==> config.mk <==
export PLATFORM = sky130hd
export DESIGN_NAME = qsc_raster
export DESIGN_NICKNAME = d
export VERILOG_FILES = /design/src/hdl/qsc_pkg.sv /design/src/hdl/qsc_raster.sv
export VERILOG_INCLUDE_DIRS = /design/src /design/src/hdl
export SDC_FILE = /design/constraint.sdc
export NUM_CORES = 1
export LEC_CHECK = 0
export BUFFER_PORTS_ARGS = -buffer_cell sky130_fd_sc_hd__buf_4
export CAP_MARGIN = 20
export CORE_AREA = 3 3 118 120
export CTS_CLUSTER_SIZE = 28
export DETAILED_ROUTE_END_ITERATION = 8
export DIE_AREA = 0 0 121 123
export GPL_ROUTABILITY_DRIVEN = 0
export HOLD_SLACK_MARGIN = 0.05
export PLACE_DENSITY = 0.57
export SETUP_SLACK_MARGIN = 0.05
export SYNTH_ARGS = -nofsm -noshare
export SYNTH_HDL_FRONTEND = slang
export SYNTH_SLANG_ARGS = --single-unit
==> constraint.sdc <==
create_clock -name clk -period 3.15 [get_ports clk]
set_input_delay 0.1575 -clock clk [delete_from_list [all_inputs] [get_ports clk]]
set_output_delay 0.1575 -clock clk [all_outputs]
set_load 0.02 [all_outputs]
==> src/hdl/quadratic_shading_correction_core_assert.svh <==
// assertion macros used by the shading correction raster module
// the module using them must have clk and rst_n in scope
`ifndef QUADRATIC_SHADING_CORRECTION_CORE_ASSERT_SVH
`define QUADRATIC_SHADING_CORRECTION_CORE_ASSERT_SVH

// consequent checked in the same cycle
`define QSC_ASSERT_SAME(lbl, ante, cons, msg) \
  lbl: assert property (@(posedge clk) disable iff (!rst_n) (ante) |-> (cons)) \
    else $error(msg);

// consequent checked in the cycle after the antecedent
`define QSC_ASSERT_NEXT(lbl, ante, cons, msg) \
  lbl: assert property (@(posedge clk) disable iff (!rst_n) (ante) |=> (cons)) \
    else $error(msg);

`endif

==> src/hdl/qsc_pkg.sv <==
package qsc_pkg;

  localparam int PIX_W       = 8;
  localparam int SIZE_W      = 11;
  localparam int COEF_W      = 40;
  localparam int COEF_LO_W   = 20;
  localparam int FRAC_BITS   = 24;
  localparam int MID_GREY    = 128;
  localparam int CFG_IDX_W   = 4;
  localparam int MAX_DIM_DEF = 1024;
  localparam int SIZE_RESET  = 1024;
  localparam int NUM_TERMS   = 5;

  localparam logic [CFG_IDX_W-1:0] REG_FRAME_WIDTH  = 4'd0;
  localparam logic [CFG_IDX_W-1:0] REG_FRAME_HEIGHT = 4'd1;
  localparam logic [CFG_IDX_W-1:0] REG_COEF_XX      = 4'd2;
  localparam logic [CFG_IDX_W-1:0] REG_COEF_YY      = 4'd3;
  localparam logic [CFG_IDX_W-1:0] REG_COEF_XY      = 4'd4;
  localparam logic [CFG_IDX_W-1:0] REG_COEF_X       = 4'd5;
  localparam logic [CFG_IDX_W-1:0] REG_COEF_Y       = 4'd6;
  localparam logic [CFG_IDX_W-1:0] REG_COEF_CONST   = 4'd7;

  typedef struct packed {
    logic [SIZE_W-1:0] frame_width;
    logic [SIZE_W-1:0] frame_height;
    logic [COEF_W-1:0] coef_xx;
    logic [COEF_W-1:0] coef_yy;
    logic [COEF_W-1:0] coef_xy;
    logic [COEF_W-1:0] coef_x;
    logic [COEF_W-1:0] coef_y;
    logic [COEF_W-1:0] coef_const;
  } cfg_t;

  typedef struct packed {
    logic [PIX_W-1:0] pixel;
    logic             frame_end;
  } tag_t;

endpackage

==> src/hdl/qsc_raster.sv <==
module qsc_raster #(
  parameter int MAX_DIM = qsc_pkg::MAX_DIM_DEF
) (
  input  logic                         clk,
  input  logic                         rst_n,
  input  qsc_pkg::cfg_t                cfg,
  input  logic                         in_valid,
  output logic                         in_stall,
  input  logic [qsc_pkg::PIX_W-1:0]    in_pixel_in,
  output logic                         dn_valid,
  input  logic                         dn_ready,
  output logic [$clog2(MAX_DIM)-1:0]   x_out,
  output logic [$clog2(MAX_DIM)-1:0]   y_out,
  output qsc_pkg::tag_t                tag_out
);
  import qsc_pkg::*;

  localparam int CW = $clog2(MAX_DIM);
  localparam int EW = ((CW + 1 > SIZE_W) ? CW + 1 : SIZE_W) + 1;

  logic [CW-1:0] col_r, row_r;
  logic [CW-1:0] x_r, y_r;
  tag_t          tag_r;
  logic          v_r;
  logic [EW-1:0] w_raw, h_raw, w_eff, h_eff;
  logic          last_col, last_row, ready, acc;

  // zero acts as one, oversize clamps to the largest frame
  always_comb begin
    w_raw = EW'(cfg.frame_width);
    h_raw = EW'(cfg.frame_height);
    if (w_raw == '0) begin
      w_eff = EW'(1);
    end else if (w_raw > EW'(MAX_DIM)) begin
      w_eff = EW'(MAX_DIM);
    end else begin
      w_eff = w_raw;
    end
    if (h_raw == '0) begin
      h_eff = EW'(1);
    end else if (h_raw > EW'(MAX_DIM)) begin
      h_eff = EW'(MAX_DIM);
    end else begin
      h_eff = h_raw;
    end
  end

  assign last_col = (EW'(col_r) + EW'(1)) >= w_eff;
  assign last_row = (EW'(row_r) + EW'(1)) >= h_eff;
  assign ready    = !v_r || dn_ready;
  assign in_stall = !ready;
  assign acc      = in_valid && ready;

  always_ff @(posedge clk) begin
    if (!rst_n) begin
      col_r <= '0;
      row_r <= '0;
      v_r   <= 1'b0;
    end else begin
      if (ready) begin
        v_r <= in_valid;
      end
      if (acc) begin
        if (last_col) begin
          col_r <= '0;
          row_r <= last_row ? '0 : row_r + CW'(1);
        end else begin
          col_r <= col_r + CW'(1);
        end
      end
    end
  end

  always_ff @(posedge clk) begin
    if (acc) begin
      x_r             <= col_r;
      y_r             <= row_r;
      tag_r.pixel     <= in_pixel_in;
      tag_r.frame_end <= last_col && last_row;
    end
  end

  assign dn_valid = v_r;
  assign x_out    = x_r;
  assign y_out    = y_r;
  assign tag_out  = tag_r;

`include "quadratic_shading_correction_core_assert.svh"

  `QSC_ASSERT_SAME(a_col_in_range, 1'b1, EW'(col_r) < EW'(MAX_DIM), "column out of range")
  `QSC_ASSERT_NEXT(a_col_wrap, acc && last_col, col_r == '0, "column did not wrap")
  `QSC_ASSERT_NEXT(a_col_step, acc && !last_col, col_r == $past(col_r) + CW'(1), "column skipped")
  `QSC_ASSERT_NEXT(a_frame_wrap, acc && last_col && last_row, row_r == '0, "row did not wrap")

endmodule

# Word level (Yosys, flattened, before mapping)
# Index checks and enable logic that the tools add are counted.
# W data, S select, Z words.
# totals
word_cells	29
regBits	50
output_inout_bits	31
in_bits	274
# op_classes
reduce_logical	8
magnitude_cmp	4
n_mux	6
addsub	4
# ops
operator	n
$mux W11	4
$ge A11 B12 Y1	2
$add A10 B1 Y11 const B	2
$gt A11 B11 Y1 const B	2
$logic_not A11 Y1	2
$add A10 B1 Y10 const B	2
$mux W10	2
$logic_and A1 B1 Y1	2
$logic_not A1 Y1	2
$reduce_and A2 Y1	1
$logic_or A1 B1 Y1	1

# Longest topological paths before layout
# depth
ltp_word	5
depth_mapped	13
mapped_depth_nobuf	11

# Worst setup path after synthesis
# No wires, ideal clock.
# synth_timing
path_type	flip-flop to flip-flop
startpoint	register row_r[0]
endpoint	register tag_r, in the netlist tag_out[0] (data pin)
required_time_ns	2.898
slack_ns	0.469
arrival_ns	2.429
path_buffers	1
stages_incl_launch_ff	11
setup_ns	0.252
synth_period_minus_slack_ns	2.681
path_cell_list	dfxtp_1 ha_1 nand3_1 nor3_1 and3_1 ha_1 and3_2 a221o_2 nor2_4 buf_6 nor2_1
# synth_between
elab_chain_len	3
# synth_lines
item	line_no	source
start, declared	qsc_raster.sv:21	logic [CW-1:0] col_r, row_r;
start signal, assigned	qsc_raster.sv:66	row_r <= last_row ? '0 : row_r + CW'(1);
$add A10 B1 Y11	qsc_raster.sv:49	assign last_row = (EW'(row_r) + EW'(1)) >= h_eff;
$ge A11 B12 Y1	qsc_raster.sv:49	
$logic_and A1 B1 Y1	qsc_raster.sv:79	tag_r.frame_end <= last_col && last_row;
end, declared	qsc_raster.sv:23	tag_t tag_r;
# No other way between the ends.
# A chain may end at the register's enable or synchronous reset.

# Worst setup path after layout
# layout_timing
startpoint	register row_r[2]
endpoint	register row_r[8]
# layout_between
elab_chain_len	3
elab_cells_between_ends	4
# layout_lines
item	line_no
$add A10 B1 Y11	qsc_raster.sv:49
$ge A11 B12 Y1	qsc_raster.sv:49
$mux W10 *	qsc_raster.sv:66
# Mark *: on every way between the ends. The rest lies on a longest branch, timed or not.

==> summary.txt <==
Critical path
  • Endpoint class of the critical path: flop
  • R2R Path Start: row_r[2]$_SDFFE_PN0P_
  • R2R Path End: row_r[8]$_SDFFE_PN0P_
  • Crit path kind: reg -> reg
  • FF-to-FF setup slack: between 0.2 and 0.3 ns
  • Worst endpoint data arrival time: between 3 and 4 ns
  • Worst Path Max Fanout: 7
  • Req. time, crit path: roughly 3.4 ns
  • Worst Setup Start Kind: flop
  • R2R depth: 11
  • Setup crit start: row_r[2]$_SDFFE_PN0P_
  • Setup crit end: row_r[8]$_SDFFE_PN0P_

Synth
  • Ys Warns: 0
  • Yosys reg bits: 50
  • Async S/R FF share, synth: 0
  • Avg Cell Area, Syn: about 11 sq um
  • Main synth FF type: edfxtp_1
  • Cell Area, Synth: 2720 sq um
  • Post-synth cell types: 48
  • Mapped Nets: 556
  • Number of flops mapped to enable cells by yosys: 29
  • Post-Syn Instances: ~260
  • Post-synthesis sequential area ratio: 0.476

Clock network
  • Max Buffers Root-to-Sink: 2
  • H-tree Lvls: 2
  • Worst skew pair latency: 0.29 ns
  • Root Buffer: clkbuf_16
  • CTS tree: done
  • Num CTS Buffers: 5
  • Reg clk slew, reported paths: ~0.070 ns
  • Clk sink count: 50

Power and ir drop
  • Sw Share: 0.232
  • Peak supply drop: 0.245 mV
  • Sequential power share: 0.470
  • Clk pwr share: 0.405
  • Combinational power share: 0.125
  • Internal power: ~0.0012 W
  • Total net switching power: ~0.00036 W
  • Power density cells: 416 nW/um^2
  • Pleak: between 1.5 and 2 nW

Global routing
  • Gr ovfl total: 0
  • First-pass GRT wire length: 11000 um
  • Grt met1 use: 0.128
  • Vias in the first global route: between 2000 and 2500
  • Initial antenna violation count: 0
  • Met2 GRT Util: 0.140
  • Met3 usage: 0.0311
  • GRT busiest layer: met2
  • GR Util All Layers: 0.0913
  • Largest net degree at the start of global routing: 36

Die
  • Row count: 42
  • Chip width: 121 um
  • Initial Utilization: 0.207
  • Die ar.: 14900 sq um
  • Die H: 123 um
  • Area of the core: between 10000 and 15000 sq um
  • # IOs: 305

Timing
  • Max Clock Freq: 0.350 GHz
  • Slew HR: 0.649
  • Crit share post-route: 0.907
  • RSZ-0062 raised after global routing: false
  • Setup TNS: 0 ns
  • Slew at the pin closest to its max-slew limit: between 0.5 and 0.6 ns
  • Slew Limit Fails: 0
  • Skew final: 0.00884 ns
  • Hold Violations, Final: 0
  • Final worst-path setup slack: slightly below 0.3 ns
  • Final setup fails: 0
  • Fin crit period: ~2.9 ns

Route
  • Drt via density: around 4.3
  • 1st-iter DRT viols: between 100 and 150
  • Pre-antenna DRT Iters: 4
  • Post-detailed-routing wire length: 6680 um
  • Via count: 2207
  • Number of routed nets with antenna violations: 0
  • Drt drc: 0
  • Routed WL per cell: approximately 13 um

Placed design
  • Dpl hpwl: ~5000 um
  • Port bufs: 64
  • Pre-CTS setup slack: 0.111 ns

Hold path
  • HP Class: in -> reg

Finish
  • # nets final: 636
  • Area Growth Syn to Fin: 36.7%
  • Share of cells above drive strength 1: 0.289
  • N_diodes: 0

Outcome
  • Outcome: finished clean

Flow run
  • Max-Cap Viols: 0
Yosys cell counts, types with 3 or more instances:
master | n | area share
a21boi_1 | 7 | 0.019
o22ai_1 | 6 | 0.014
nor4_1 | 4 | 0.0092
nand3b_1 | 4 | 0.011
a21boi_0 | 6 | 0.017
clkinv_1 | 3 | 0.0041
nor3_1 | 4 | 0.0074
edfxtp_1 | 29 | 0.32
xor2_1 | 7 | 0.023
dfxtp_1 | 21 | 0.15
nor2_1 | 8 | 0.011
nand2_1 | 44 | 0.061
nand3_1 | 20 | 0.037
inv_1 | 4 | 0.0055
and3_1 | 5 | 0.012
xnor2_1 | 10 | 0.032
nand4b_1 | 3 | 0.0097
a21oi_1 | 8 | 0.015
ha_1 | 24 | 0.11
final cells by class:
cell class                 instances  area [sq um]
fill                            1353          9370
multi-input combinational        193          1360
sequential                        50          1290
timing repair buffer              81           641
tap                              176           220
clock buffer                       5           125
clock inverter                     3          47.5
inverter                           7          26.3
through the flow:
step	utilization	hold WS, ns	cells	power, W	instance area [sq um]
floorplan	-	0.256	258	0.000833	2720
global placement	0.261	0.336	496	0.000920	3420
detailed placement	0.261	0.337	496	0.000922	3420
CTS	0.281	0.0829	512	0.00155	3670
global route	0.284	0.108	515	0.00161	3710
finish	0.284	0.0864	515	0.00154	3710
metal layers:
metal | wire (um) | vias up | part of all wire
li1 | - | 1110 | -
met1 | 3220 | 1032 | 0.48
met2 | 2930 | 63 | 0.44
met3 | 514 | 2 | 0.077
met4 | 13 | 0 | 0.0019
met5 | 0 | - | 0
logic make-up after synthesis:
logic type                 Yosys count  synth area share
adders and majority gates           24             0.111
AOI/OAI and AO/OA                   47             0.129
buffers and inverters               15            0.0300
xor gates and xnor gates            17            0.0548
DFF                                 50             0.476
and+or+nand+nor                    105             0.200
registers in the layout, summed over array words and instances (netlist names):
register / flops
tag_out: 9
col_r: 10
x_out: 10
y_out: 10
dn_valid: 1
row_r: 10
cells in the final DEF, fill, tap and decap left out, types with 5 or more instances in the layout:
cell type      instances
a21oi_1                8
clkbuf_16              5
o22ai_1                6
nand3_1               20
xnor2_1               10
a21boi_0               6
dfxtp_1               20
nor2_1                 8
ha_1                  24
nand2_1               44
dlygate4sd3_1          8
buf_4                 72
and3_1                 5
xor2_1                 7
a21boi_1               7
edfxtp_1              29
what timing repair did:
action / in CTS / in global routing
setup endpoints to repair: 0 / 15
setup buffers: 0 / 3
hold endpoints to repair: 8 / 0
gates resized for setup: 0 / 5
hold buffers: 8 / 0
worst min path at each step:
stage / endpoint / from / slack, ns / cells after the start
finish: dn_valid$_SDFFE_PN0N_ / in_valid / 0.09 / 2
global route: dn_valid$_SDFFE_PN0N_ / in_valid / 0.11 / 2
CTS: dn_valid$_SDFFE_PN0N_ / in_valid / 0.08 / 2
detailed placement: tag_out[4]$_DFFE_PP_ / in_pixel_in[3] / 0.34 / 1
global placement: tag_out[3]$_DFFE_PP_ / in_pixel_in[2] / 0.34 / 1
floorplan: tag_out[1]$_DFFE_PP_ / in_pixel_in[0] / 0.26 / 0
power groups by stage:
stage | clock network [W] | logic (W) | registers, W
3_5_place_dp | 0 | 0.000183 | 0.000739
2_1_floorplan | 0 | 0.0000691 | 0.000764
5_1_grt | 0.000669 | 0.000212 | 0.000728
4_1_cts | 0.000638 | 0.000191 | 0.000725
6_report | 0.000626 | 0.000192 | 0.000725
3_3_place_gp | 0 | 0.000180 | 0.000739
worst max-delay path, cell delays in order (launching register included):
cell	delay, ns
dfxtp_1	0.44
and3_4	0.26
nand3_4	0.11
nor3_2	0.23
xor2_1	0.24
ha_1	0.29
and3_2	0.22
a221o_2	0.43
nor2_4	0.18
buf_4	0.15
nand4b_1	0.10
a21boi_1	0.16
Power figures use the tool's default switching activity.
