**config.mk**
```make
export PLATFORM = sky130hd
export DESIGN_NAME = qsc_cfg
export DESIGN_NICKNAME = d
export VERILOG_FILES = /design/src/hdl/quadratic_shading_correction_core_assert.svh /design/src/hdl/qsc_pkg.sv /design/src/hdl/qsc_cfg.sv
export SDC_FILE = /design/constraint.sdc
export NUM_CORES = 1
export LEC_CHECK = 0
export BUFFER_PORTS_ARGS = -buffer_cell sky130_fd_sc_hd__buf_2
export CAP_MARGIN = 5
export CELL_PAD_IN_SITES_DETAIL_PLACEMENT = 0
export CELL_PAD_IN_SITES_GLOBAL_PLACEMENT = 1
export CORE_MARGIN = 4
export CORE_UTILIZATION = 34
export CTS_CLUSTER_DIAMETER = 150
export DETAILED_ROUTE_END_ITERATION = 16
export PLACE_DENSITY_LB_ADDON = 0.1
export SETUP_SLACK_MARGIN = 0.3
export SYNTH_ARGS = -nofsm -noshare
export SYNTH_HDL_FRONTEND = slang
export SYNTH_SLANG_ARGS = --single-unit
export TNS_END_PERCENT = 100
```
**constraint.sdc**
```tcl
create_clock -name clk -period 1.15 [get_ports clk]
set_input_delay 0.1725 -clock clk [delete_from_list [all_inputs] [get_ports clk]]
set_output_delay 0.1725 -clock clk [all_outputs]
set_load 0.03 [all_outputs]
```
**src/hdl/quadratic_shading_correction_core_assert.svh**
```systemverilog
// assertion macros used by the shading correction raster module
// the module using them must have clk and rst_n in scope
`ifndef QUADRATIC_SHADING_CORRECTION_CORE_ASSERT_SVH
`define QUADRATIC_SHADING_CORRECTION_CORE_ASSERT_SVH

// consequent checked in the same cycle
`define QSC_ASSERT_SAME(lbl, ante, cons, msg) \
  lbl: assert property (@(posedge clk) disable iff (!rst_n) (ante) |-> (cons)) \
    else $error(msg);

// consequent checked in the cycle after the antecedent
`define QSC_ASSERT_NEXT(lbl, ante, cons, msg) \
  lbl: assert property (@(posedge clk) disable iff (!rst_n) (ante) |=> (cons)) \
    else $error(msg);

`endif

```
**src/hdl/qsc_pkg.sv**
```systemverilog
package qsc_pkg;

  localparam int PIX_W       = 8;
  localparam int SIZE_W      = 11;
  localparam int COEF_W      = 40;
  localparam int COEF_LO_W   = 20;
  localparam int FRAC_BITS   = 24;
  localparam int MID_GREY    = 128;
  localparam int CFG_IDX_W   = 4;
  localparam int MAX_DIM_DEF = 1024;
  localparam int SIZE_RESET  = 1024;
  localparam int NUM_TERMS   = 5;

  localparam logic [CFG_IDX_W-1:0] REG_FRAME_WIDTH  = 4'd0;
  localparam logic [CFG_IDX_W-1:0] REG_FRAME_HEIGHT = 4'd1;
  localparam logic [CFG_IDX_W-1:0] REG_COEF_XX      = 4'd2;
  localparam logic [CFG_IDX_W-1:0] REG_COEF_YY      = 4'd3;
  localparam logic [CFG_IDX_W-1:0] REG_COEF_XY      = 4'd4;
  localparam logic [CFG_IDX_W-1:0] REG_COEF_X       = 4'd5;
  localparam logic [CFG_IDX_W-1:0] REG_COEF_Y       = 4'd6;
  localparam logic [CFG_IDX_W-1:0] REG_COEF_CONST   = 4'd7;

  typedef struct packed {
    logic [SIZE_W-1:0] frame_width;
    logic [SIZE_W-1:0] frame_height;
    logic [COEF_W-1:0] coef_xx;
    logic [COEF_W-1:0] coef_yy;
    logic [COEF_W-1:0] coef_xy;
    logic [COEF_W-1:0] coef_x;
    logic [COEF_W-1:0] coef_y;
    logic [COEF_W-1:0] coef_const;
  } cfg_t;

  typedef struct packed {
    logic [PIX_W-1:0] pixel;
    logic             frame_end;
  } tag_t;

endpackage

```
**src/hdl/qsc_cfg.sv**
```systemverilog
module qsc_cfg (
  input  logic                             clk,
  input  logic                             rst_n,
  input  logic                             cfg_valid,
  output logic                             cfg_ready,
  input  logic [qsc_pkg::CFG_IDX_W-1:0]    cfg_index,
  input  logic [qsc_pkg::COEF_W-1:0]       cfg_data,
  output qsc_pkg::cfg_t                    cfg
);
  import qsc_pkg::*;

  cfg_t cfg_r;

  assign cfg_ready = 1'b1;
  assign cfg       = cfg_r;

  always_ff @(posedge clk) begin
    if (!rst_n) begin
      cfg_r.frame_width  <= SIZE_W'(SIZE_RESET);
      cfg_r.frame_height <= SIZE_W'(SIZE_RESET);
      cfg_r.coef_xx      <= '0;
      cfg_r.coef_yy      <= '0;
      cfg_r.coef_xy      <= '0;
      cfg_r.coef_x       <= '0;
      cfg_r.coef_y       <= '0;
      cfg_r.coef_const   <= '0;
    end else if (cfg_valid && cfg_ready) begin
      unique case (cfg_index)
        REG_FRAME_WIDTH:  cfg_r.frame_width  <= cfg_data[SIZE_W-1:0];
        REG_FRAME_HEIGHT: cfg_r.frame_height <= cfg_data[SIZE_W-1:0];
        REG_COEF_XX:      cfg_r.coef_xx      <= cfg_data;
        REG_COEF_YY:      cfg_r.coef_yy      <= cfg_data;
        REG_COEF_XY:      cfg_r.coef_xy      <= cfg_data;
        REG_COEF_X:       cfg_r.coef_x       <= cfg_data;
        REG_COEF_Y:       cfg_r.coef_y       <= cfg_data;
        REG_COEF_CONST:   cfg_r.coef_const   <= cfg_data;
        default: ;
      endcase
    end
  end

endmodule

```
* After elaboration in Yosys (flattened, before gate mapping)
Cells that the tools add are included.
** Cells by class
- Eq/ne operators :: 7
- Reductions and logical operators :: 9
** Operators with widths (count)
- $eq A4 B3 Y1 const B :: 4
- $reduce_and A2 Y1 :: 8
- $eq A4 B2 Y1 const B :: 2
- $eq A4 B1 Y1 const B :: 1
- $logic_not A4 Y1 :: 1
** Word-level totals
- Register bits :: 262
- Input port bits :: 47
- Logic and storage cells :: 24

* Logic depth before layout (Yosys ltp)
Gate-level depths: netlist of run 1.
- Word-level depth :: 2
- Mapped depth :: 6

* Least setup slack after synthesis of run 1
OpenSTA, ideal clock, no wires.
- Path kind :: input to register
- From :: input port cfg_index[3] (netlist bit)
- To :: register cfg_r (netlist bit cfg[160])
- Library setup time :: 0.073 ns
- Data arrival time :: 1.049 ns
- Required time :: 1.077 ns
- Path slack :: 0.028 ns
- Stages :: 5
- Path buffers :: 2
- Path through :: nor3b_2 > and3_1 > buf_6 > buf_12 > mux2i_1
** On the way
- Cells in the longest elaborated chain, start to end :: 2
** RTL lines
- from (decl) :: line qsc_cfg.sv:6 : input logic [qsc_pkg::CFG_IDX_W-1:0] cfg_index,
- $eq A4 B2 Y1 :: line qsc_cfg.sv:28 : unique case (cfg_index)
- $reduce_and A2 Y1 (no source line)
- to (decl) :: line qsc_cfg.sv:12 : cfg_t cfg_r;
Every way passes these cells.
A chain may end at the register's enable or synchronous reset.

* Final worst setup path of run 1
- From :: register cfg_r (netlist bit cfg[50])
- To :: output port cfg[50] (netlist bit)
** RTL lines
- to (decl) :: line qsc_cfg.sv:8 : output qsc_pkg::cfg_t cfg
No word-level cell between the ends.

==> results of run 1 <==
path summary, 6_finish.rpt:
check	slack, ps	cells past startpoint	endpoint
max reg2reg	340	4	cfg[157]$_SDFFE_PN0P_
max	-40	1	cfg[50]
min	30	3	cfg[229]$_SDFFE_PN0P_
min reg2reg	460	2	cfg[176]$_SDFFE_PN0P_
metrics by stage:
stage | power, mW | hold WS (ps) | area [µm²]
after floorplan | 10.2 | 343 | 9670
after global placement | 10.7 | 439 | 11800
after detailed placement | 10.7 | 443 | 11800
after CTS | 19.6 | 6.78 | 14800
after global routing | 20.2 | 67.5 | 15300
final | 19.4 | 33.3 | 15300
Yosys cell counts:
library cell | instances | share of area (%)
nand3b_1 | 1 | 0.079
mux2i_1 | 262 | 28
nand3b_4 | 1 | 0.21
nand2_1 | 302 | 12
buf_1 | 2 | 0.079
dfxtp_1 | 262 | 55
buf_6 | 5 | 0.59
buf_2 | 6 | 0.31
nor3b_2 | 3 | 0.39
nor2b_1 | 3 | 0.20
buf_4 | 17 | 1.3
nand3b_2 | 1 | 0.12
conb_1 | 1 | 0.039
clkbuf_2 | 1 | 0.052
nor2_1 | 2 | 0.079
buf_12 | 4 | 0.84
nand2b_1 | 1 | 0.066
and3_1 | 1 | 0.066
clkbuf_1 | 29 | 1.1
final cells by class:
type,instances,area [µm²]
clock buffers,44,862
clock inverters,4,22.5
fillers,2469,12400
multi-input cells,578,3930
flip-flops and latches,262,5570
well taps,378,473
repair buffers,428,4460
per-layer routing:
metal / share of wire, % / vias up / global-route usage (%)
li1: - / 3763 / -
met1: 43 / 3638 / 23.9
met2: 47 / 218 / 30.6
met3: 7.8 / 40 / 5.49
met4: 1.8 / 2 / 4.09
met5: 0.042 / - / 0
cells by family (layout without fill, tap and decap cells):
kind of cell,Yosys count,in the layout,synth area share [%]
buffers and inverters,64,476,4.36
DFF,262,262,55.0
muxes,262,262,27.5
other,1,1,0.0393
and+or+nand+nor,315,315,13.1
power by group:
group	internal [mW]	leakage, nW	switching (mW)
Sequential	9.22	2.24	0.0876
Combinational	0.607	4.25	0.856
Clock	5.10	0.435	3.57
Total	14.9	6.93	4.52
what timing repair did:
action / in CTS / in global routing
buffers inserted: 21 / 51
pin swaps: 0 / 5
gates resized for setup: 786 / 11
hold buffers: 1 / 0
setup endpoints to repair: 264 / 330
gates cloned: 1 / 4
endpoints found under the hold margin: 2 / 0
==> flow_summary_export.csv, run 1 <==
group,metric,value,unit
status,status,"complete, but fails checks",
status,violations,"negative setup slack",
layout,final_common_cell,"nand2_1",
clock_network,cts_tree,"built",
placement,pre_cts_slack,-248,ps
clock_network,cts_buffers,29,
sta,timing_hold_violations_final,0,
sta,clock_skew,0,ps
global_routing,antenna_found_initial,1,
sta,grt_setup_unrepaired,"true",
sta,finalCritPeriodShare,104,%
clock_network,clock-sinks,262,
layout,largest_reg_flops,262,
power_and_ir_drop,power.density,1270,nW/µm²
clock_network,ctsLongestPathBuffers,3,
global_routing,grt_overflow,0,
layout,fin_util,55.3,%
layout,area_delta_synth_final,60.7,%
layout,final_nets,1346,
sta,tns,-2640,ps
floorplan,coreArea,27700,µm²
layout,antennaDiodeCount,0,
critical_path,arrival,1020,ps
sta,setup_violations,231,
sta,fmax,840,MHz
yosys,synth_warnings,0,
yosys,syn-instance-count,904,
critical_path,r2r_start,"cfg[157]$_SDFFE_PN0P_",
critical_path,cp-start-kind,"flop",
floorplan,dieWidth,175,µm
floorplan,row_count,61,
route,drc,0,
critical_path,slowest_stage,"dfxtp_2",
sta,layout_setup_ws,-40.3,ps
route,vias,7661,
global_routing,grt_pass1_vias,7572,
critical_path,endpoint_kind,"primary output",
placement,gp_congestion,0.724,
clock_network,h-tree-depth,1,
critical_path,path_cells,"buf_6",
clock_network,path_clk_slew,60,ps
critical_path,cp_num_buf_inv,1,
min_path,hp-class,"in -> reg",
job,cap_violations,0,
yosys,yosys.cell_types.count,19,
yosys,synth.ff_latch_count,262,
route,drt_iter0_markers,304,
critical_path,crit_fanout,2,
layout,drive_above_1_share,56.2,%
layout,final_cells,1694,
route,vias_per_cell,4.52,
critical_path,path_class,"reg -> out",
route,drt-pass1-iter-count,4,
floorplan,initial_core_util,34.4,%
critical_path,critPathMaxStageDelay,360,ps
sta,fin_crit,1190,ps
layout,mostFrequentLayoutCells,"302 x nand2_1, 266 x buf_6, 262 x dfxtp_2",
critical_path,startpoint,"cfg[50]$_SDFFE_PN0P_",
critical_path,crit_family,"flip-flops",
placement,hpwl,20000,µm
power_and_ir_drop,worst_ir_drop_vdd,0.879,mV
min_path,hold_path.startpoint,"cfg_data[29]",
clock_network,clock_latency,530,ps
placement,io_buffers,308,
global_routing,grt_pass1_wl,45300,µm
global_routing,grt_max_degree,39,
yosys,ys_seq_area_share,55.0,%
placement,numPlacedInstances,1568,
floorplan,die_h,175,µm
yosys,synth_area,9540,µm²
critical_path,critPathRequiredTime,980,ps
global_routing,track_usage,18.4,%
sta,slew_viol_final,0,
power_and_ir_drop,cellLeakagePower,6.93,nW
clock_network,cts_root_buffer,"clkbuf_16",
route,drtAntennaViolNets,0,
route,wl,30600,µm
floorplan,die_area,30800,µm²
yosys,synth_area_per_cell,10.5,µm²
route,wire_per_inst,18.1,µm
yosys,synth.net_count,951,
floorplan,io_pins,310,
Power figures use the tool's default switching activity.
==> inputs of run 2 (changes only) <==
==> constraint.sdc (replaced) <==
create_clock -name clk -period 1.15 [get_ports clk]
set_input_delay 0.0575 -clock clk [delete_from_list [all_inputs] [get_ports clk]]
set_output_delay 0.0575 -clock clk [all_outputs]
set_load 0.03 [all_outputs]
==> flow_summary_export.csv, run 2 (same netlist as run 1, synthesis figures left out) <==
group,metric,value,unit
power_and_ir_drop,cellLeakagePower,6.99,nW
route,wire_per_inst,17.5,µm
route,drtAntennaViolNets,0,
clock_network,h-tree-depth,1,
placement,postPlaceCellArea,11800,µm²
placement,gp_congestion,0.738,
layout,mostFrequentLayoutCells,"302 x nand2_1, 262 x mux2i_1, 262 x buf_6",
critical_path,crit_fanout,2,
route,wl,30000,µm
power_and_ir_drop,power.density,1270,nW/µm²
layout,final_nets,1370,
clock_network,path_clk_slew,60,ps
critical_path,critPathRequiredTime,1090,ps
layout,seq_area,5580,µm²
status,status,"completed",
critical_path,arrival,1040,ps
critical_path,cp_num_buf_inv,1,
layout,final_area,15400,µm²
critical_path,endpoint_kind,"primary output",
layout,largest_reg_flops,262,
global_routing,antenna_found_initial,2,
global_routing,track_usage,18.6,%
sta,slew_viol_final,0,
clock_network,clock_latency,530,ps
layout,fillers,2486,
sta,tns,0,ps
sta,fmax,910,MHz
floorplan,die_area,30800,µm²
layout,fin_util,55.8,%
sta,timing_hold_violations_final,0,
floorplan,dieWidth,175,µm
floorplan,die_h,175,µm
critical_path,path_class,"reg -> out",
min_path,hold_depth,4,
floorplan,row_count,61,
clock_network,clock-sinks,262,
sta,finalCritPeriodShare,95.6,%
sta,clock_skew,0,ps
layout,multi_input_area,3930,µm²
critical_path,cp.depth,1,
placement,hpwl,20000,µm
critical_path,crit_family,"flip-flops",
global_routing,grt_pass1_vias,7936,
layout,area_delta_synth_final,62.0,%
clock_network,cts_root_buffer,"clkbuf_16",
sta,hold_slack,12.3,ps
clock_network,ctsLongestPathBuffers,3,
layout,drive_above_1_share,54.5,%
min_path,hp-class,"in -> reg",
clock_network,cts_tree,"built",
floorplan,initial_core_util,34.4,%
critical_path,path_cells,"buf_6",
global_routing,grt_max_degree,52,
route,drc,0,
sta,grt_setup_unrepaired,"true",
placement,io_buffers,308,
route,vias,7755,
route,drt-pass1-iter-count,5,
critical_path,slowest_stage,"dfxtp_2",
route,drt_iter0_markers,287,
sta,setup_violations,0,
critical_path,r2r_cells,4,
floorplan,io_pins,310,
job,cap_violations,0,
layout,final_common_cell,"nand2_1",
global_routing,grt_pass1_wl,46000,µm
floorplan,coreArea,27700,µm²
clock_network,cts_buffers,29,
critical_path,critPathMaxStageDelay,360,ps
global_routing,grt_overflow,0,
sta,fin_crit,1100,ps
power_and_ir_drop,worst_ir_drop_vdd,0.980,mV
critical_path,cp-start-kind,"flop",
layout,antennaDiodeCount,0,
route,vias_per_cell,4.52,
## run 2: cell types whose count changed in the layout (fill, tap and decap cells not counted), sizes merged, moves of 2 or more
cell and change:
buf -4, inv +2, clkbuf -6, dlygate4sd3 +31
## run 2: per-stage QoR
step	worst slack, ps	cells	power [mW]
after floorplan	177	904	10.2
after global placement	-92.7	1571	10.7
after detailed placement	-143	1571	10.7
after CTS	26.2	1678	19.8
after global routing	21.4	1717	20.3
final	50.9	1717	19.6
## run 2: worst paths after layout
| path | to | from | slack (ps) |
|---|---|---|---|
| worst max-delay path | cfg[22] | cfg[22]$_SDFFE_PN0P_ | 50 |
| worst min-delay path | cfg[140]$_SDFFE_PN0P_ | rst_n | 10 |
| worst min register to register | cfg[180]$_SDFFE_PN0P_ | cfg[180]$_SDFFE_PN0P_ | 460 |
| worst max register to register | cfg[235]$_SDFFE_PN0P_ | cfg[235]$_SDFFE_PN0P_ | 340 |
## run 2: power breakdown
part | switching [mW] | internal [mW]
logic | 0.855 | 0.641
registers | 0.0901 | 9.21
clock network | 3.57 | 5.20
## run 2: cell type report
cell class | instances | area share (%)
Sequential cell | 262 | 36.1
Timing Repair Buffer | 452 | 29.6
Multi-Input combinational cell | 578 | 25.4
Clock buffer | 42 | 5.40
Tap cell | 378 | 3.06
Clock inverter | 5 | 0.373
## run 2: repair_timing
action,CTS,global route
endpoints found under the setup margin,262,268
hold endpoints to repair,200,0
gates cloned,0,0
buffers inserted,27,39
resized for setup,787,2
hold buffers,33,0
## run 2: routing by layer
layer / vias up / GRT usage (%) / wire [µm]
met5: - / 0 / 28
met4: 4 / 4.35 / 552
met2: 223 / 31.1 / 13900
met1: 3687 / 24.0 / 13400
li1: 3801 / - / -
met3: 40 / 5.36 / 2130
