$ cat config.mk
export PLATFORM = sky130hd
export DESIGN_NAME = qsc_correct
export DESIGN_NICKNAME = d
export VERILOG_FILES = /design/src/hdl/quadratic_shading_correction_core_assert.svh /design/src/hdl/qsc_pkg.sv /design/src/hdl/qsc_correct.sv
export SDC_FILE = /design/constraint.sdc
export NUM_CORES = 1
export LEC_CHECK = 0
export ABC_AREA = 0
export BUFFER_PORTS_ARGS = -buffer_cell sky130_fd_sc_hd__buf_2
export CAP_MARGIN = 20
export CORE_MARGIN = 4
export CORE_UTILIZATION = 51
export CTS_CLUSTER_DIAMETER = 150
export DETAILED_ROUTE_END_ITERATION = 6
export HOLD_SLACK_MARGIN = 0.1
export PLACE_DENSITY = 0.9
export SYNTH_ARGS = -nofsm -noshare
export SYNTH_HDL_FRONTEND = slang
export SYNTH_SLANG_ARGS = --single-unit
$ cat constraint.sdc
create_clock -name clk -period 10.05 [get_ports clk]
set_input_delay 1.005 -clock clk [delete_from_list [all_inputs] [get_ports clk]]
set_output_delay 1.005 -clock clk [all_outputs]
set_load 0.05 [all_outputs]
$ cat src/hdl/quadratic_shading_correction_core_assert.svh
// assertion macros used by the shading correction raster module
// the module using them must have clk and rst_n in scope
`ifndef QUADRATIC_SHADING_CORRECTION_CORE_ASSERT_SVH
`define QUADRATIC_SHADING_CORRECTION_CORE_ASSERT_SVH

// consequent checked in the same cycle
`define QSC_ASSERT_SAME(lbl, ante, cons, msg) \
  lbl: assert property (@(posedge clk) disable iff (!rst_n) (ante) |-> (cons)) \
    else $error(msg);

// consequent checked in the cycle after the antecedent
`define QSC_ASSERT_NEXT(lbl, ante, cons, msg) \
  lbl: assert property (@(posedge clk) disable iff (!rst_n) (ante) |=> (cons)) \
    else $error(msg);

`endif

$ cat src/hdl/qsc_pkg.sv
package qsc_pkg;

  localparam int PIX_W       = 8;
  localparam int SIZE_W      = 11;
  localparam int COEF_W      = 40;
  localparam int COEF_LO_W   = 20;
  localparam int FRAC_BITS   = 24;
  localparam int MID_GREY    = 128;
  localparam int CFG_IDX_W   = 4;
  localparam int MAX_DIM_DEF = 1024;
  localparam int SIZE_RESET  = 1024;
  localparam int NUM_TERMS   = 5;

  localparam logic [CFG_IDX_W-1:0] REG_FRAME_WIDTH  = 4'd0;
  localparam logic [CFG_IDX_W-1:0] REG_FRAME_HEIGHT = 4'd1;
  localparam logic [CFG_IDX_W-1:0] REG_COEF_XX      = 4'd2;
  localparam logic [CFG_IDX_W-1:0] REG_COEF_YY      = 4'd3;
  localparam logic [CFG_IDX_W-1:0] REG_COEF_XY      = 4'd4;
  localparam logic [CFG_IDX_W-1:0] REG_COEF_X       = 4'd5;
  localparam logic [CFG_IDX_W-1:0] REG_COEF_Y       = 4'd6;
  localparam logic [CFG_IDX_W-1:0] REG_COEF_CONST   = 4'd7;

  typedef struct packed {
    logic [SIZE_W-1:0] frame_width;
    logic [SIZE_W-1:0] frame_height;
    logic [COEF_W-1:0] coef_xx;
    logic [COEF_W-1:0] coef_yy;
    logic [COEF_W-1:0] coef_xy;
    logic [COEF_W-1:0] coef_x;
    logic [COEF_W-1:0] coef_y;
    logic [COEF_W-1:0] coef_const;
  } cfg_t;

  typedef struct packed {
    logic [PIX_W-1:0] pixel;
    logic             frame_end;
  } tag_t;

endpackage

$ cat src/hdl/qsc_correct.sv
module qsc_correct #(
  parameter int MAX_DIM = qsc_pkg::MAX_DIM_DEF
) (
  input  logic                                                 clk,
  input  logic                                                 rst_n,
  input  logic                                                 up_valid,
  output logic                                                 up_ready,
  input  logic signed [qsc_pkg::COEF_W+2*$clog2(MAX_DIM)+3:0]  sum_in,
  input  qsc_pkg::tag_t                                        tag_in,
  output logic                                                 out_valid,
  input  logic                                                 out_stall,
  output logic [qsc_pkg::PIX_W-1:0]                            out_pixel_out,
  output logic                                                 out_frame_end
);
  import qsc_pkg::*;

  localparam int SW = COEF_W + 2 * $clog2(MAX_DIM) + 4;
  localparam int VW = SW + 1;

  logic [PIX_W:0]    base;
  logic [VW-1:0]     diff;
  logic [PIX_W-1:0]  pix_nxt;
  logic              out_valid_r;
  logic [PIX_W-1:0]  pixel_r;
  logic              frame_end_r;

  // (pixel + mid grey) in fixed point minus surface, then clamp
  always_comb begin
    base = {1'b0, tag_in.pixel} + (PIX_W + 1)'(MID_GREY);
    diff = (VW'(base) << FRAC_BITS) - VW'(sum_in);
    if (diff[VW-1]) begin
      pix_nxt = '0;
    end else if (diff >= (VW'(1) << (PIX_W + FRAC_BITS))) begin
      pix_nxt = '1;
    end else begin
      pix_nxt = diff[FRAC_BITS +: PIX_W];
    end
  end

  assign up_ready = !out_valid_r || !out_stall;

  always_ff @(posedge clk) begin
    if (!rst_n) begin
      out_valid_r <= 1'b0;
    end else if (up_ready) begin
      out_valid_r <= up_valid;
    end
  end

  always_ff @(posedge clk) begin
    if (up_ready) begin
      pixel_r     <= pix_nxt;
      frame_end_r <= tag_in.frame_end;
    end
  end

  assign out_valid     = out_valid_r;
  assign out_pixel_out = pixel_r;
  assign out_frame_end = frame_end_r;

endmodule

# Word-level counts from Yosys, hierarchy flattened
# Index checks and enable logic that the tools add are counted.
[totals]
reg_bits = 10
wordCells = 10
out_inout_bits = 11
in_bits = 77
[classes]
n_reduce_logical = 3
n_mux = 1
n_addsub = 2
order_cmp = 1
[ops]
columns = ["cell", "count"]
rows = [
  ["65-bit by 33-bit >= comparator with 1-bit output, second input constant", 1],
  ["34-bit by 64-bit subtractor with 65-bit output", 1],
  ["8-bit by 8-bit adder with 9-bit output, second input constant", 1],
  ["8-bit 2-to-1 mux", 1],
  ["1-bit zero test", 2],
  ["1-bit logical OR", 1],
]

# Longest topological paths before layout
# Gate-level depths: netlist of the first run.
[logic_depth]
word_depth = 4
ltp_mapped = 11
ltp_nobuf = 10

# Least setup slack after synthesis of the first run
# No wires, ideal clock.
[synth_timing]
path_kind = "in2reg"
from = "input sum_in[27] in the netlist's numbering"
to = "register pixel_r[5], in the netlist out_pixel_out[5], data pin"
slack_ns = 6.123
stages = 10
n_path_buf = 0
setup_time_ns = 0.292
arrival_ns = 3.635
required_time_ns = 9.758
path_cell_list = "inv_1 ha_1 a21o_1 a31oi_1 o21a_1 a2bb2oi_1 mux2_2 or4_4 nor4_4 a41oi_1"
[synth_via]
elab_chain_cells = 3
[synth_lines]
columns = ["element", "line", "rtl"]
rows = [
  ["from (decl)", "qsc_correct.sv:8", "input logic signed [qsc_pkg::COEF_W+2*$clog2(MAX_DIM)+3:0] sum_in,"],
  ["34-bit by 64-bit subtractor with 65-bit output (*)", "qsc_correct.sv:30", "diff = (VW'(base) << FRAC_BITS) - VW'(sum_in);"],
  ["65-bit by 33-bit >= comparator with 1-bit output", "qsc_correct.sv:33", "end else if (diff >= (VW'(1) << (PIX_W + FRAC_BITS))) begin"],
  ["8-bit 2-to-1 mux", "qsc_correct.sv:33", ""],
  ["to (signal assigned)", "qsc_correct.sv:52", "pixel_r <= pix_nxt;"],
  ["to (decl)", "qsc_correct.sv:24", "logic [PIX_W-1:0] pixel_r;"],
]
# Mark *: on every way between the ends. The rest lies on a longest branch, timed or not.
# A chain may end at the register's enable or synchronous reset.

# Worst setup path after layout of the first run
[layout_timing]
from = "input sum_in[27] in the netlist's numbering"
to = "register pixel_r[4], in the netlist out_pixel_out[4], data pin"
# The elaborated chain is that of the path after synthesis.

==> results_dict.tcl, run 1 <==
set metrics [dict create \
    async_flop_share_pct 0 \
    clk_pin_slew_ns 0.06 \
    rows 21 \
    start_util_pct 53.7 \
    ir_drop_mv 0.0309 \
    port-buffer-count 87 \
    hold_path.class "reg -> reg" \
    worst_path_max_delay_cell "or4_4" \
    cp.arrival_ns 4.07 \
    final_hold_viol_count 0 \
    wl_met1_um 2120 \
    cp_max_fo 8 \
    setup_viol 0 \
    synth_edf_count 9 \
    internal_power_w 0.0000979 \
    grt_max_degree 11 \
    synth-xor-area-share_pct 8.17 \
    rsz0062_at_grt "false" \
    fin_tns_setup_ns 0 \
    cts_hold_buf 0 \
    final_layout_size_suffix_gt1_share_pct 33.3 \
    synthFlopType "edfxtp_1" \
    syn_nets 323 \
    timing.rr.start "out_valid" \
    yosys-top-cells-area "edfxtp_1 15%, ha_1 6.2%, nor4_1 4.5%" \
    die-area_um2 4590 \
    post_cts_resize_count 0 \
    area_delta_synth_final_pct 27.7 \
    top_layer_used "met4" \
    clock_power_share_pct 17.1 \
    holdCritStartpoint "out_valid" \
    fill_cells 311 \
    wl_met2_um 2850 \
    ff2ff_path_depth 1 \
    max_stage_delay_ns 0.52 \
    die_y_um 67.8 \
    min_to "out_valid" \
    synth_compound_area_share_pct 26.7 \
    synth-seq-area-share_pct 15.9 \
    power_switching_w 0.0000686 \
    cts_buffers 3 \
    viasPerCell 6.42 \
    die_x_um 67.8 \
    fin_crit_ns 4.10 \
    reg2reg_slack_ns 9.11 \
    pre_cts_slack_ns 5.72 \
    grt_overflow 0 \
    htree_levels 1 \
    maxCapViolCount 0 \
    relSlewSlack_pct 31.4 \
    yosys_warnings 0 \
    dp_cells 366 \
    wl_per_cell_um 15.4 \
    synth_cell_type_count 55 \
    grt_pass1_wl_um 9050 \
    synth-simple-area-share_pct 37.0 \
    cts_max_path_buffers 2 \
    wl_met3_um 595 \
    n_antenna_cell 0 \
    fmax_mhz 244 \
    fin_crit_sh_pct 40.8 \
    crit_chain "buf_2 -> inv_1 -> ha_1 -> a21o_1 -> a31oi_1 -> o21a_1 -> a2bb2oi_1 -> mux2_2 -> or4_4 -> nor4_4 -> a41oi_1" \
    syn_inst 237 \
    cts_sinks 10 \
    clk-insertion-delay-late_ns 0.27 \
    hold_ws_ns 0.523 \
    crit_path_end_kind "flop" \
    worstPathRequired_ns 10.02 \
    synth_area_um2 1820 \
    grt_pass1_vias 2159 \
    powerDensity_nw_per_um2 71.6 \
    fp.coreArea_um2 3390 \
    synth.avg_cell_area_um2 7.69 \
    synth-seq-cells 10 \
    antenna_found_initial 0 \
    finalWorstSetupSlack_ns 5.95 \
    pin_count 88 \
    seqPwrFrac_pct 29.4 \
    gp_congestion 0.951 \
    switching_share_pct 41.2 \
    power.leakage_nw 0.983 \
    drc_errors 0 \
    final_cells 370 \
    cts_tree "yes" \
    postRouteAntennaNets 0 \
    synth_area_leader_cell "edfxtp_1" \
    muxShareOfSynthArea_pct 2.27 \
    postCtsSetupBuffers 0 \
    outcome "complete, no violations" \
    holdPathStages 2 \
    grtUsageTotal_pct 24.8 \
    synth_top_family_by_area "simple AND/OR/NAND/NOR gates" \
    rr_endpoint "out_pixel_out[7]" \
    root_buffer "clkbuf_4" \
    combPwrFrac_pct 53.4 \
    slew_viol_final 0 \
    critPathLaunchType "primary input" \
    dp.final_hpwl_um 4790 \
    drt_iter0_drc 215 \
    netlist.area_leader.share_pct 14.8 \
    drt-pass1-iter-count 5 \
    worst_pin_slew_ns 1.02 \
    vias 2377 \
    fin_total_pwr_w 0.000166 \
    fin_nets 411 \
    finalWirelength_um 5690 \
    path_class "in -> reg" \
    synthAdderAreaFrac_pct 6.18 \
    skew_ns 0.00751 \
]
-- synth_stat cells (7+ instances only) --
cell,count
a21oi_1,12
a31oi_1,8
edfxtp_1,9
ha_1,9
inv_1,14
nand2_1,13
nand3_1,9
nand4_1,7
nor2_1,21
nor3_1,10
nor4_1,13
o21ai_0,7
or3_1,8
xnor2_1,8
xor2_1,9
-- sequential cells by signal (all words and copies together) (netlist names) --
| signal | cells |
|---|---|
| out_valid | 1 |
| out_frame_end | 1 |
| out_pixel_out | 8 |
-- stage by stage --
step	utilization, %	area [um2]
detailed placement	67.8	2300
finish	68.6	2330
floorplan	-	1820
global route	68.6	2330
CTS	68.6	2330
global placement	67.8	2300
-- how the worst max path moves through the flow --
stage | startpoint | end | slack, ns | cells after the start
3_5_place_dp | sum_in[27] | out_pixel_out[4] | 5.72 | 11
2_1_floorplan | sum_in[27] | out_pixel_out[5] | 6.12 | 10
4_1_cts | sum_in[27] | out_pixel_out[4] | 5.99 | 11
6_report | sum_in[27] | out_pixel_out[4] | 5.95 | 11
5_1_grt | sum_in[19] | out_pixel_out[4] | 5.69 | 9
3_3_place_gp | sum_in[27] | out_pixel_out[4] | 5.79 | 11
-- layout by cell type, fill, tap and decap left out, types with 8 or more instances in the layout --
cell type  count
nand3_1        9
buf_2         87
nor2_1        21
ha_1           9
nor4_1        13
xnor2_1        8
xor2_1         9
nand2_1       13
edfxtp_1       9
a21oi_1       12
or3_1          8
nor3_1        10
inv_1         14
a31oi_1        8
-- cells by family after synthesis --
kind of cell	Yosys count
DFF	10
adders and majority gates	9
muxes	4
xor gates and xnor gates	17
and+or+nand+nor	112
buffers and inverters	18
AOI/OAI and AO/OA	67
-- critical path: cells and delay by family --
kind                     cells  cell delay [ns]
AO/OA/AOI/OAI                5             1.25
AND/OR/NAND/NOR              2             0.96
adder cells (fa/ha/maj)      1             0.38
buffers and inverters        2             0.11
multiplexers                 1             0.36
-- layer usage --
layer / track usage, % / vias to the layer above
met5: 0 / -
met1: 30.8 / 1080
met4: 7.34 / 0
met3: 2.16 / 24
li1: - / 1120
met2: 45.0 / 153
-- final cells by class --
class	count	area, um2	area share, %
inverter	14	52.6	2.26
multi-input combinational	209	1460	62.9
sequential	10	290	12.5
timing repair buffer	87	435	18.7
tap	46	57.6	2.47
clock buffer	4	26.3	1.13
-- power by group through the flow --
stage               sequential, W  clock [W]  combinational (W)
finish                  0.0000490  0.0000285          0.0000889
global route            0.0000493  0.0000313          0.0000964
CTS                     0.0000491  0.0000285          0.0000876
detailed placement      0.0000500          0          0.0000871
global placement        0.0000499          0          0.0000854
floorplan               0.0000601          0          0.0000441
(Power assumes the default switching activity.)
==> run 2, diff against run 1 <==
Settings changed: CORE_UTILIZATION 51 to 43, PLACE_DENSITY 0.9 to 0.81.
Clock period 10.05 ns to 3.4 ns, I/O delays scaled along.
==> results_dict.tcl, run 2 (synthesis gave the netlist of run 1 again) <==
set metrics [dict create \
    regArea_um2 290 \
    port-buffer-count 87 \
    clk-insertion-delay-late_ns 0.23 \
    cts_buffers 3 \
    root_buffer "clkbuf_8" \
    critPathLaunchType "primary input" \
    grt_pass1_vias 2192 \
    dp_cells 386 \
    n_antenna_cell 0 \
    rsz0062_at_grt "false" \
    grt_pass1_wl_um 9650 \
    hold_path.class "in -> reg" \
    clk_pin_slew_ns 0.05 \
    postRouteAntennaNets 0 \
    path_class "in -> reg" \
    fill_cells 365 \
    final_layout_size_suffix_gt1_share_pct 37.2 \
    worst-path-buf-inv 3 \
    cts_sinks 10 \
    fmax_mhz 311 \
    power.leakage_nw 1.08 \
    rows 23 \
    cp_max_fo 8 \
    crit_path_end_kind "flop" \
    grtUsageTotal_pct 22.2 \
    drt-pass1-iter-count 5 \
    cts_max_path_buffers 2 \
    final_cells 391 \
    drc_errors 0 \
    worstPathRequired_ns 3.33 \
    hold_ws_ns 0.288 \
    start_util_pct 44.9 \
    drt_iter0_drc 144 \
    maxCapViolCount 0 \
    vias 2383 \
    skew_ns 0.000991 \
    max_stage_delay_ns 0.52 \
    die_y_um 73.1 \
    fin_nets 428 \
    setup_viol 0 \
    ir_drop_mv 0.137 \
    die-area_um2 5340 \
    slew_viol_final 0 \
    antenna_found_initial 0 \
    gp_congestion 0.980 \
    pin_count 88 \
    fin_crit_sh_pct 94.6 \
    multi_input_area_um2 1470 \
    dp.final_hpwl_um 5010 \
    cts_tree "yes" \
    worst_path_max_delay_cell "or4_4" \
    wl_per_cell_um 15.5 \
    area_delta_synth_final_pct 36.6 \
    viasPerCell 6.09 \
    placed_area_um2 2420 \
    layout_common_cells "87 x buf_2, 21 x nor2_1, 17 x buf_4, 14 x inv_1" \
    fin_crit_ns 3.22 \
    final_hold_viol_count 0 \
    worst_pin_slew_ns 0.953 \
    cp_top_family "compound AO/OA/AOI/OAI gates" \
    relSlewSlack_pct 36.0 \
    largest_reg_flops 8 \
    die_x_um 73.1 \
    fp.coreArea_um2 4060 \
    cp.arrival_ns 3.15 \
    fin_tns_setup_ns 0 \
    outcome "complete, no violations" \
    fin_total_pwr_w 0.000575 \
    crit_chain "buf_2 -> inv_1 -> ha_1 -> a21o_1 -> a31oi_1 -> o21a_2 -> a2bb2oi_1 -> mux2_2 -> or4_4 -> nor4_4 -> buf_4 -> a41oi_1" \
    finalWirelength_um 6060 \
    grt_overflow 0 \
    powerDensity_nw_per_um2 231 \
    grt_max_degree 11 \
    final_area_um2 2490 \
    layout_commonest_cell "buf_2" \
    htree_levels 1 \
]
## run 2: cell types whose count changed in the layout (fill, tap and decap cells not counted), sizes merged
cell / previous run / this run
buf: 87 / 104
## run 2: final timing paths
kind,start,to,slack [ns],cells after the start
setup reg to reg,out_valid,out_pixel_out[2],2.44,1
setup / recovery,sum_in[25],out_pixel_out[5],0.18,12
hold / removal,tag_in[0],out_frame_end,0.29,1
hold reg to reg,out_valid,out_valid,0.52,2
## run 2: power by group
part	leakage, nW	switching, W	internal, W	total (W)
Clock	0.0288	0.0000456	0.000102	0.000147
Combinational	0.951	0.000168	0.000115	0.000282
Sequential	0.102	0.00000207	0.000143	0.000146
Total	1.08	0.000215	0.000360	0.000575
## run 2: what timing repair did
action,in CTS,in global routing
gates resized for setup,0,1
setup buffers,0,1
hold buffers,0,0
endpoints found under the setup margin,0,5
## run 2: cell type report
type	count	area share, %
multi-input combinational	209	58.9
timing repair buffer	104	22.6
sequential	10	11.7
tap	50	2.51
clock buffer	4	2.21
inverter	14	2.11
## run 2: routing by layer
metal  up-vias  GRT usage, %  wire (um)  part of all wire (%)
met5         -             0          0                     0
met1      1085          28.1       2480                    41
met2       129          39.7       2960                    49
met3        12          2.75        533                   8.8
met4         0          5.12         72                   1.2
li1       1157             -          -                     -
## run 2: per-stage QoR
| step | utilization, % | setup slack [ns] |
|---|---|---|
| floorplan | - | 0.138 |
| global placement | 59.8 | 0.0248 |
| detailed placement | 59.8 | -0.0427 |
| CTS | 61.1 | 0.117 |
| global route | 61.3 | 0.0299 |
| finish | 61.3 | 0.185 |
